File: src/rtl/omd_pkg.sv
package omd_pkg;

    localparam logic [1:0] SLOT_NONE  = 2'd0;
    localparam logic [1:0] SLOT_LEFT  = 2'd1;
    localparam logic [1:0] SLOT_RIGHT = 2'd2;

    localparam logic [1:0] MSLOT_NONE   = 2'd0;
    localparam logic [1:0] MSLOT_BEFORE = 2'd1;
    localparam logic [1:0] MSLOT_AFTER  = 2'd2;

    localparam logic [4:0] LOC_UNCHANGED = 5'd0;
    localparam logic [4:0] LOC_MEM_DATA  = 5'd1;
    localparam logic [4:0] LOC_SFI1      = 5'd2;
    localparam logic [4:0] LOC_SFI2      = 5'd3;
    localparam logic [4:0] LOC_RM1       = 5'd4;
    localparam logic [4:0] LOC_IMM1      = 5'd5;
    localparam logic [4:0] LOC_LOW_REG   = 5'd6;
    localparam logic [4:0] LOC_WIDE_REG  = 5'd14;

    localparam logic [1:0] SEXT_UNCHANGED = 2'd0;
    localparam logic [1:0] SEXT_CLEAR     = 2'd1;
    localparam logic [1:0] SEXT_SET       = 2'd2;

    localparam logic [3:0] ENT_NONE     = 4'd0;
    localparam logic [3:0] ENT_REG_AUTO = 4'd1;
    localparam logic [3:0] ENT_REG_BITS = 4'd2;
    localparam logic [3:0] ENT_IMM_BITS = 4'd3;
    localparam logic [3:0] ENT_PGC_IMM  = 4'd4;
    localparam logic [3:0] ENT_IMM_RM   = 4'd5;
    localparam logic [3:0] ENT_IMM      = 4'd6;
    localparam logic [3:0] ENT_REG_POST = 4'd7;
    localparam logic [3:0] ENT_REG      = 4'd8;
    localparam logic [3:0] ENT_REG_IMM  = 4'd9;

    localparam logic [1:0] SIZE_8  = 2'd0;
    localparam logic [1:0] SIZE_16 = 2'd1;
    localparam logic [1:0] SIZE_24 = 2'd2;

    localparam logic [4:0] RSEL_WIDE   = 5'h08;
    localparam logic [4:0] RSEL_SECOND = 5'h10;

    localparam logic [1:0] COUNT_MAX = 2'd3;

    typedef struct packed {
        logic       start_instruction;
        logic [5:0] rm;
        logic       is_dest;
        logic       left_source;
        logic [1:0] size;
        logic [3:0] length_so_far;
    } t_in_item;

    typedef struct packed {
        logic [1:0] operand_number;
        logic [3:0] second_offset;
        logic [1:0] src_slot;
        logic [1:0] src_size;
        logic [4:0] src_location;
        logic [1:0] src_sign_extend;
        logic [1:0] mucode_slot;
        logic [3:0] mucode_entry;
        logic [4:0] reg_sel;
        logic       mucode_is_write;
        logic       core_writeback;
        logic [1:0] extra_words;
    } t_out_item;

endpackage

File: src/rtl/operand_mode_decoder_top.sv
// The result is valid at the output register in the cycle after its input transfer.
// Throughput: one item per cycle; the output register takes a new result whenever
// it is empty or its current result transfers in the same cycle.
// Reset: synchronous active-low i_rst_n clears the output valid and the operand
// counter; the first operand after reset without a start is operand 1.
module operand_mode_decoder_top (
    input  logic              i_clk,
    input  logic              i_rst_n,
    input  logic              i_in_valid,
    output logic              o_in_ready,
    input  omd_pkg::t_in_item i_in_data,
    output logic              o_out_valid,
    input  logic              i_out_ready,
    output omd_pkg::t_out_item o_out_data
);

    logic               r_out_valid;
    omd_pkg::t_out_item r_out_data;
    omd_pkg::t_out_item n_out_data;
    logic [1:0]         r_count;
    logic [1:0]         n_count;
    logic               in_xfer;

    logic [5:0] rm;
    logic [2:0] rreg;
    logic       slot_on;
    logic       fetch;

    assign o_in_ready  = !r_out_valid || i_out_ready;
    assign in_xfer     = i_in_valid && o_in_ready;
    assign o_out_valid = r_out_valid;
    assign o_out_data  = r_out_data;

    assign rm   = i_in_data.rm;
    assign rreg = rm[4:2];

    always_comb begin
        if (i_in_data.start_instruction) begin
            n_count = 2'd1;
        end else if (r_count < omd_pkg::COUNT_MAX) begin
            n_count = r_count + 2'd1;
        end else begin
            n_count = omd_pkg::COUNT_MAX;
        end
    end

    assign fetch = ((rm & 6'h21) == 6'h20) || ((rm & 6'h23) == 6'h01)
                || ((rm & 6'h23) == 6'h02)
                || (((rm & 6'h23) == 6'h21) && ((rm & 6'h1c) > 6'h04));

    always_comb begin
        n_out_data = '0;
        n_out_data.operand_number = n_count;
        n_out_data.second_offset  = (n_count == 2'd2) ? i_in_data.length_so_far : 4'd0;

        if (i_in_data.left_source) begin
            n_out_data.src_slot = omd_pkg::SLOT_LEFT;
        end else if (!i_in_data.is_dest) begin
            n_out_data.src_slot = omd_pkg::SLOT_RIGHT;
        end else begin
            n_out_data.src_slot = omd_pkg::SLOT_NONE;
        end
        slot_on = (n_out_data.src_slot != omd_pkg::SLOT_NONE);
        if (slot_on) begin
            n_out_data.src_size = i_in_data.size;
        end

        if (fetch) begin
            if (slot_on) begin
                n_out_data.src_location = omd_pkg::LOC_MEM_DATA;
            end
            if (i_in_data.is_dest && i_in_data.left_source) begin
                n_out_data.mucode_slot    = omd_pkg::MSLOT_BEFORE;
                n_out_data.core_writeback = 1'b1;
            end else if (i_in_data.is_dest) begin
                n_out_data.mucode_slot = omd_pkg::MSLOT_AFTER;
            end else begin
                n_out_data.mucode_slot = omd_pkg::MSLOT_BEFORE;
            end
            n_out_data.mucode_is_write = i_in_data.is_dest;
        end

        if (slot_on && (rm[1:0] == 2'b11)) begin
            n_out_data.src_sign_extend = omd_pkg::SEXT_CLEAR;
            n_out_data.src_location    = (n_count != 2'd1) ? omd_pkg::LOC_SFI2
                                                           : omd_pkg::LOC_SFI1;
        end else if ((rm & 6'h23) == 6'h22) begin
            n_out_data.mucode_entry = omd_pkg::ENT_REG_AUTO;
            n_out_data.reg_sel      = {2'b00, rreg};
        end else if ((rm & 6'h3b) == 6'h39) begin
            if (!rm[2]) begin
                n_out_data.extra_words  = 2'd1;
                n_out_data.mucode_entry = omd_pkg::ENT_REG_BITS;
            end else begin
                n_out_data.extra_words  = 2'd2;
                n_out_data.mucode_entry = omd_pkg::ENT_IMM_BITS;
            end
        end else if ((rm & 6'h3b) == 6'h31) begin
            n_out_data.mucode_entry = omd_pkg::ENT_PGC_IMM;
            if (!rm[2]) begin
                n_out_data.extra_words = 2'd1;
                n_out_data.reg_sel     = omd_pkg::RSEL_WIDE;
            end else begin
                n_out_data.extra_words = 2'd2;
            end
        end else if ((rm & 6'h3b) == 6'h29) begin
            n_out_data.extra_words  = rm[2] ? 2'd2 : 2'd1;
            n_out_data.mucode_entry = (n_count != 2'd1) ? omd_pkg::ENT_IMM_RM
                                                        : omd_pkg::ENT_IMM;
            n_out_data.reg_sel      = rm[2] ? 5'd0 : omd_pkg::RSEL_WIDE;
        end else if (slot_on && ((rm & 6'h3b) == 6'h21)) begin
            n_out_data.extra_words     = rm[2] ? 2'd2 : 2'd1;
            n_out_data.src_size        = rm[2] ? omd_pkg::SIZE_24 : omd_pkg::SIZE_16;
            n_out_data.src_location    = (n_count != 2'd1) ? omd_pkg::LOC_RM1
                                                           : omd_pkg::LOC_IMM1;
            n_out_data.src_sign_extend = rm[2] ? omd_pkg::SEXT_CLEAR
                                               : omd_pkg::SEXT_SET;
        end else if ((rm & 6'h23) == 6'h20) begin
            n_out_data.mucode_entry = omd_pkg::ENT_REG_POST;
            n_out_data.reg_sel      = {2'b00, rreg};
        end else if ((rm & 6'h23) == 6'h02) begin
            n_out_data.mucode_entry = omd_pkg::ENT_REG;
            n_out_data.reg_sel      = {2'b00, rreg};
        end else if ((rm & 6'h23) == 6'h01) begin
            n_out_data.mucode_entry = omd_pkg::ENT_REG_IMM;
            n_out_data.reg_sel      = {2'b00, rreg};
        end else if (slot_on && ((rm & 6'h23) == 6'h00)) begin
            n_out_data.src_location = (i_in_data.size == omd_pkg::SIZE_8)
                ? omd_pkg::LOC_LOW_REG + {2'b00, rreg}
                : omd_pkg::LOC_WIDE_REG + {2'b00, rreg};
        end

        if ((n_count == 2'd2) && (n_out_data.mucode_entry != omd_pkg::ENT_NONE)) begin
            n_out_data.reg_sel = n_out_data.reg_sel | omd_pkg::RSEL_SECOND;
        end
    end

    always_ff @(posedge i_clk) begin
        if (!i_rst_n) begin
            r_out_valid <= 1'b0;
            r_count     <= 2'd0;
        end else begin
            if (in_xfer) begin
                r_out_valid <= 1'b1;
                r_count     <= n_count;
            end else if (i_out_ready) begin
                r_out_valid <= 1'b0;
            end
        end
    end

    always_ff @(posedge i_clk) begin
        if (in_xfer) begin
            r_out_data <= n_out_data;
        end
    end

    a_start_is_first: assert property (@(posedge i_clk) disable iff (!i_rst_n)
        (in_xfer && i_in_data.start_instruction) |=> (o_out_data.operand_number == 2'd1))
        else $error("start did not restart the operand count");

    a_count_nonzero: assert property (@(posedge i_clk) disable iff (!i_rst_n)
        o_out_valid |-> (o_out_data.operand_number != 2'd0))
        else $error("operand number zero on a valid result");

    a_rsel_needs_entry: assert property (@(posedge i_clk) disable iff (!i_rst_n)
        (o_out_valid && (o_out_data.mucode_entry == omd_pkg::ENT_NONE))
            |-> (o_out_data.reg_sel == 5'd0))
        else $error("register select without a microcode entry");

    a_offset_second_only: assert property (@(posedge i_clk) disable iff (!i_rst_n)
        (o_out_valid && (o_out_data.operand_number != 2'd2))
            |-> (o_out_data.second_offset == 4'd0))
        else $error("second operand offset outside the second operand");

endmodule
File: config.mk
export PLATFORM = sky130hd
export DESIGN_NAME = operand_mode_decoder_top
export DESIGN_NICKNAME = d
export VERILOG_FILES = /design/src/rtl/omd_pkg.sv /design/src/rtl/operand_mode_decoder_top.sv
export SDC_FILE = /design/constraint.sdc
export NUM_CORES = 1
export LEC_CHECK = 0
export BUFFER_PORTS_ARGS = -buffer_cell sky130_fd_sc_hd__buf_2
export CAP_MARGIN = 40
export CORE_MARGIN = 2
export CORE_UTILIZATION = 40
export DETAILED_ROUTE_END_ITERATION = 8
export PLACE_DENSITY = 0.67
export SLEW_MARGIN = 20
export SYNTH_ARGS = -nofsm -noshare
export SYNTH_HDL_FRONTEND = slang
export SYNTH_SLANG_ARGS = --single-unit
File: constraint.sdc
create_clock -name i_clk -period 1.4 [get_ports i_clk]
set_input_delay 0.28 -clock i_clk [delete_from_list [all_inputs] [get_ports i_clk]]
set_output_delay 0.28 -clock i_clk [all_outputs]
set_load 0.05 [all_outputs]
==> summary.txt, run 1 <==
Synth
  • Most area-hungry cell type in the Yosys netlist: edfxtp_1
  • Post-synthesis instance area: between 1500 and 2000 µm²
  • Syn. warnings: 0
  • Most frequent cell after synthesis: edfxtp_1
  • Share of the synthesized area in the top cell type: between 50 and 60%
  • Synth cell count leaders: edfxtp_1 (32), nor3_1 (9), inv_1 (8), nand2_1 (8), nor2_1 (8)
  • Count of different cell masters after synthesis: 42
  • EDFF count, synth: 32
  • Most used DFF post-synth: edfxtp_1
  • Cells after Synth: between 100 and 150
  • Syn nets: 156
  • Top cells by area, synth: edfxtp_1 (56%), ha_1 (4.4%), dfxtp_1 (3.5%)
  • Yosys reg bits: 35
  • Syn Area/Cell: around 13 µm²
  • Register area share after synthesis: approximately three fifths
  • Async S/R FF share, synth: 0%

Worst setup path
  • CP startpoint kind: flip-flop
  • Largest delay share family, worst path: compound AO/OA/AOI/OAI gates
  • Worst Path Required: roughly 1.4 ns
  • Crit Path Max Fanout: 4
  • Kind of end point of the critical path: flip-flop
  • Max incr delay on CP: approximately 0.36 ns
  • Critical-path top delay cell: o41a_1
  • Arr. time, crit path: roughly 1.5 ns
  • Buf/Inv on CP: 1
  • Worst setup path class: flip-flop to flip-flop
  • CP cell instances: o21ba_4 > buf_6 > nand3_4 > a221oi_2 > o41a_1

GRT
  • Initial antenna violation count: 0
  • Vias in the first global route: between 1,000 and 1,500
  • First-pass GRT wire length: ~6.1 mm
  • Congestion Overflow GR: 0
  • Gr usage total: between 15 and 20%
  • Largest net degree at the start of global routing: 25

STA
  • Minimum clock period: around 1.4 ns
  • Slew HR: 78.9%
  • Count of final hold-check violations: 0
  • Setup_tns: -0.0262 ns
  • Final Max Tran Viols: 0
  • Final worst path period share: 102%
  • Final setup vio count: 1
  • Max Freq: 0.701 GHz
  • Slew @ Worst Pin: around 0.32 ns
  • Setup Skew: just under 0.004 ns
  • Worst setup margin: -0.0262 ns
  • Unrepaired setup endpoints after global routing: true

Clock network
  • # clock sinks: 35
  • CTS tree: built
  • Worst-path clk slew: 0.06 ns
  • CTS H-Tree Depth: 2
  • CTS Hold Bufs: 0
  • CTS Buffer Depth: 2
  • Clock Tree Root: clkbuf_8
  • CTS Buf Count: 5
  • Clock Latency Late Sink: between 0.2 and 0.3 ns

Routing
  • Final wirelength: roughly 3.8 mm
  • Via count normalized by instance count: a little over 5
  • Average wire per standard cell: ~14 µm
  • Detailed-router iteration count before antenna repair: 4
  • Vias: 1,364
  • DRT antenna net count: 0
  • DRT iter0 DRCs: 65
  • DRC violations left: 0

Pwr
  • Clock power frac: about a quarter
  • LEAKAGE: about 1.1 nW
  • Switching Share: around 30%
  • Peak VDD IR: 0.415 mV
  • Seq pwr share: roughly 48%
  • Combinational Power Share: roughly 26%
  • Internal power: around 1.8 mW
  • Switch Pwr: between 0.7 and 0.8 mW
  • Power density over cell area: 1020 nW/µm²
  • Total Power: roughly 2.6 mW

Floorplan
  • Core Area: approximately 4000 µm²
  • FP Rows: 23
  • DIE AREA: roughly 4800 µm²
  • Die height: just under 70 µm
  • Initial core utilization: 42.4%
  • Die width: approximately 70 µm
  • IO Count: 53

Final layout
  • Cell area after layout: 2520 µm²
  • Final nets: around 250
  • Antenna Cells: 0
  • Area Overhead vs Synth: 46.4%
  • Layout cells sized above 1: roughly 56%
  • Non-filler instance count after layout: 271

Worst hold path
  • Worst min path class: input port to flip-flop

Placed design
  • Port Buffers: 52
  • RD Place Congestion: ~0.79
  • Worst slack, placed: -0.377 ns
  • Post-DP Area: roughly 2300 µm²
  • Post-DP HPWL: approximately 2.9 mm
  • Dpl cells: 258

Outcome
  • Violated checks: negative setup slack
  • Status: complete, but fails checks

Job
  • Max_cap viols: 0
==> registers in the layout, indices dropped and copies added (netlist names) <==
name	cells
o_out_data	32
o_out_valid	1
r_count	2
==> final cells by class <==
| cell class | count | area (µm²) |
|---|---|---|
| Sequential cell | 35 | 1030 |
| Multi-Input combinational cell | 85 | 763 |
| Tap cell | 50 | 62.6 |
| Fill cell | 337 | 1540 |
| Inverter | 8 | 50.0 |
| Clock buffer | 8 | 80.1 |
| Timing Repair Buffer | 85 | 533 |
==> stage by stage <==
| stage | utilization [%] | hold WS, ns |
|---|---|---|
| final | 62.0 | 0.247 |
| after global routing | 62.0 | 0.254 |
| after CTS | 61.1 | 0.240 |
| after detailed placement | 57.7 | 0.548 |
| after global placement | 57.7 | 0.534 |
| after floorplan | - | 0.379 |
==> final timing paths <==
kind / startpoint / end / slack [ns] / depth (start not counted)
hold reg to reg: o_out_valid$_SDFFE_PN0P_ / o_out_valid$_SDFFE_PN0P_ / 0.56 / 2
setup / recovery: r_count[0]$_SDFFE_PN0P_ / o_out_data[8]$_SDFFCE_PP1P_ / -0.03 / 5
setup reg to reg: r_count[0]$_SDFFE_PN0P_ / o_out_data[8]$_SDFFCE_PP1P_ / -0.03 / 5
hold / removal: i_rst_n / r_count[0]$_SDFFE_PN0P_ / 0.25 / 2
==> cells by family after synthesis <==
logic type	count (synthesis)	synth area share [%]
AOI/OAI and AO/OA	23	11.4
xor gates and xnor gates	1	0.510
adders and majority gates	6	4.37
buffers and inverters	11	3.71
DFF	35	59.4
muxes	2	1.16
and+or+nand+nor	53	19.4
==> power by group through the flow <==
stage	logic [mW]	registers [mW]	clock network, mW
after floorplan	0.193	1.49	0
after global placement	0.616	1.26	0
after detailed placement	0.629	1.26	0
after CTS	0.650	1.24	0.692
after global routing	0.702	1.24	0.723
final	0.663	1.24	0.670
==> layer usage <==
metal	vias to the layer above	routed length, µm	global-route usage (%)	part of all wire [%]
li1	664	-	-	-
met1	651	1550	17.1	41
met2	41	2000	28.3	53
met3	8	164	4.94	4.3
met4	0	80	7.84	2.1
met5	-	0	0	0
==> what timing repair did <==
| action | in CTS | in global routing |
|---|---|---|
| pin swaps | 3 | 6 |
| endpoints found under the hold margin | 0 | 0 |
| setup buffers | 4 | 1 |
| gates cloned | 0 | 0 |
| resized for setup | 8 | 6 |
| endpoints found under the setup margin | 7 | 10 |
==> layout by cell type, fill, tap and decap left out, drive strengths merged, types with 4 or more instances in the layout <==
cell type,netlist,final
buf,3,85
edfxtp,32,32
nor3,10,10
nor2,9,9
nand2,8,8
clkbuf,0,8
inv,8,6
ha,6,6
and2,5,5
a21boi,4,4
(Power assumes the default switching activity.)
==> run 2: changes to the inputs <==
--- a/config.mk
+++ b/config.mk
@@ -10,7 +10,7 @@
 export CORE_MARGIN = 2
 export CORE_UTILIZATION = 40
 export DETAILED_ROUTE_END_ITERATION = 8
-export PLACE_DENSITY = 0.67
+export SKIP_LAST_GASP = 1
 export SLEW_MARGIN = 20
 export SYNTH_ARGS = -nofsm -noshare
 export SYNTH_HDL_FRONTEND = slang
==> constraint.sdc (replaced) <==
create_clock -name i_clk -period 1.8 [get_ports i_clk]
set_input_delay 0.36 -clock i_clk [delete_from_list [all_inputs] [get_ports i_clk]]
set_output_delay 0.36 -clock i_clk [all_outputs]
set_load 0.05 [all_outputs]
==> summary.txt, run 2 (synthesis gave the netlist of run 1 again) <==
Floorplan
  • Core Area: 4060 µm² (unchanged)
  • Die width: 69.6 µm (unchanged)
  • DIE AREA: 4840 µm² (unchanged)
  • FP Rows: 23 (unchanged)
  • IO Count: 53 (unchanged)
  • Initial core utilization: 42.4% (unchanged)
  • Die height: 69.6 µm (unchanged)

Final layout
  • Non-filler instance count after layout: 245 (-9.6%)
  • Final nets: 219 (-11%)
  • Most frequent cells in the layout: buf_2 (52), edfxtp_1 (32), nor3_1 (9)
  • Fillers: 366 (+8.6%)
  • Layout cells sized above 1: 42.6% (-13 points)
  • Commonest non-fill, non-tap cell in the layout: buf_2
  • Area Overhead vs Synth: 26.6%
  • Antenna Cells: 0 (unchanged)
  • Max reg flops: 32 (unchanged)

STA
  • Minimum clock period: ~1.5 ns
  • Slew HR: 77.5% (-1.3 points)
  • Count of final hold-check violations: 0 (unchanged)
  • Max Freq: between 0.6 and 0.7 GHz
  • Final Max Tran Viols: 0 (unchanged)
  • Final setup vio count: 0 (-1)
  • Final worst path period share: about 84%
  • Worst setup margin: 0.288 ns (+0.314 ns)
  • Setup Skew: 0.00508 ns (+0.00110 ns)
  • Slew @ Worst Pin: 0.336 ns (+0.0198 ns)
  • Unrepaired setup endpoints after global routing: false

Clock network
  • CTS Hold Bufs: 0 (unchanged)
  • # clock sinks: 35 (unchanged)
  • CTS Buf Count: 5 (unchanged)
  • CTS Buffer Depth: 2 (unchanged)
  • Clock Latency Late Sink: 0.28 ns (about the same)
  • CTS tree: built
  • CTS resizes: 0 (-8)
  • Post-CTS Setup Inserts: 0 (-4)
  • CTS H-Tree Depth: 2 (unchanged)
  • Clock Tree Root: clkbuf_8
  • Worst-path clk slew: 0.07 ns (about the same)

Routing
  • Via count normalized by instance count: 5.14 (+2.1%)
  • Met1 Wirelength: 1.49 mm (-4.1%)
  • Max layer used: met4
  • Routed wl met3: 221 µm (+35%)
  • Final wirelength: 3.52 mm (-7.1%)
  • Vias: 1,259 (-7.7%)
  • DRT antenna net count: 0 (unchanged)
  • Average wire per standard cell: 14.4 µm (+2.7%)
  • Met2 routed WL: 1.74 mm (-13%)
  • DRT iter0 DRCs: 93 (+43%)
  • DRC violations left: 0 (unchanged)
  • Detailed-router iteration count before antenna repair: 4 (unchanged)

Outcome
  • Status: completed

Pwr
  • Power density over cell area: 901 nW/µm² (-12%)
  • Total Power: 1.96 mW (-24%)
  • Peak VDD IR: 0.356 mV (-14%)
  • LEAKAGE: 0.959 nW (-13%)

Worst setup path
  • Kind of end point of the critical path: flip-flop
  • Worst setup path class: input port to flip-flop
  • CP startpoint kind: input port
  • Worst Path Required: 1.84 ns (+0.41 ns)
  • Max incr delay on CP: 0.43 ns (+0.07 ns)
  • Worst r2r path cells: 4 (-1)
  • Worst path depth: 6 (+1)
  • Arr. time, crit path: 1.55 ns (+0.09 ns)
  • CP cell instances: buf_2 > inv_1 > ha_1 > o21bai_1 > a21boi_0 > o41a_1
  • Buf/Inv on CP: 2 (+1)
  • Largest delay share family, worst path: compound AO/OA/AOI/OAI gates
  • Critical-path top delay cell: o41a_1
  • Crit Path Max Fanout: 5 (+1)

Placed design
  • RD Place Congestion: 0.793 (-0.19%)
  • Port Buffers: 52 (unchanged)
  • Post-DP HPWL: 2.70 mm (-7.4%)
  • Dpl cells: 237 (-8.1%)
  • Worst slack, placed: -0.00780 ns (+0.369 ns)

Job
  • Max_cap viols: 0 (unchanged)

GRT
  • First-pass GRT wire length: 5.90 mm (-4.0%)
  • Gr usage total: 15.7% (-0.28 points)
  • Largest net degree at the start of global routing: 25 (unchanged)
  • Congestion Overflow GR: 0 (unchanged)
  • Initial antenna violation count: 0 (unchanged)
  • Vias in the first global route: 1,268 (-8.2%)

Worst hold path
  • Worst min path class: input port to flip-flop
  • Hold path depth: 2 (unchanged)
## run 2: worst paths after layout
path,startpoint,to,slack [ns]
worst max-delay path,i_in_data[11],o_out_data[8]$_SDFFCE_PP1P_,0.29
worst min-delay path,i_rst_n,r_count[0]$_SDFFE_PN0P_,0.32
worst max register to register,r_count[1]$_SDFFE_PN0P_,o_out_data[8]$_SDFFCE_PP1P_,0.40
worst min register to register,r_count[1]$_SDFFE_PN0P_,r_count[1]$_SDFFE_PN0P_,0.50
## run 2: report_power, final
group / switching, mW / internal [mW]
Sequential: 0.0134 / 0.949
Clock: 0.263 / 0.308
Combinational: 0.309 / 0.119
Total: 0.585 / 1.38
## run 2: worst reg2reg max path, cell delays in order, from the launching register on
cell,delay [ns]
dfxtp_1,0.36
o21ba_2,0.25
nor3b_1,0.07
o21a_1,0.18
o41a_1,0.30
## run 2: layer usage
metal	track usage, %	vias to the layer above
met5	0	-
met4	8.71	0
met2	25.7	48
li1	-	612
met1	18.4	592
met3	4.51	7
## run 2: layout make-up
cell class	instances	area, µm²	area share, %
flip-flops and latches	35	1020	47.0
multi-input cells	85	642	29.5
well taps	50	62.6	2.87
repair buffers	59	325	14.9
clock inverters	1	5.00	0.230
inverters	8	33.8	1.55
clock buffers	7	86.3	3.97
## run 2: through the flow
step / hold slack [ns] / util [%] / instance area [µm²] / setup TNS, ns
finish: 0.315 / 53.7 / 2180 / 0
global route: 0.329 / 53.7 / 2180 / 0
CTS: 0.310 / 53.7 / 2180 / 0
detailed placement: 0.492 / 51.4 / 2090 / -0.00780
global placement: 0.472 / 51.4 / 2090 / 0
floorplan: 0.457 / - / 1730 / 0
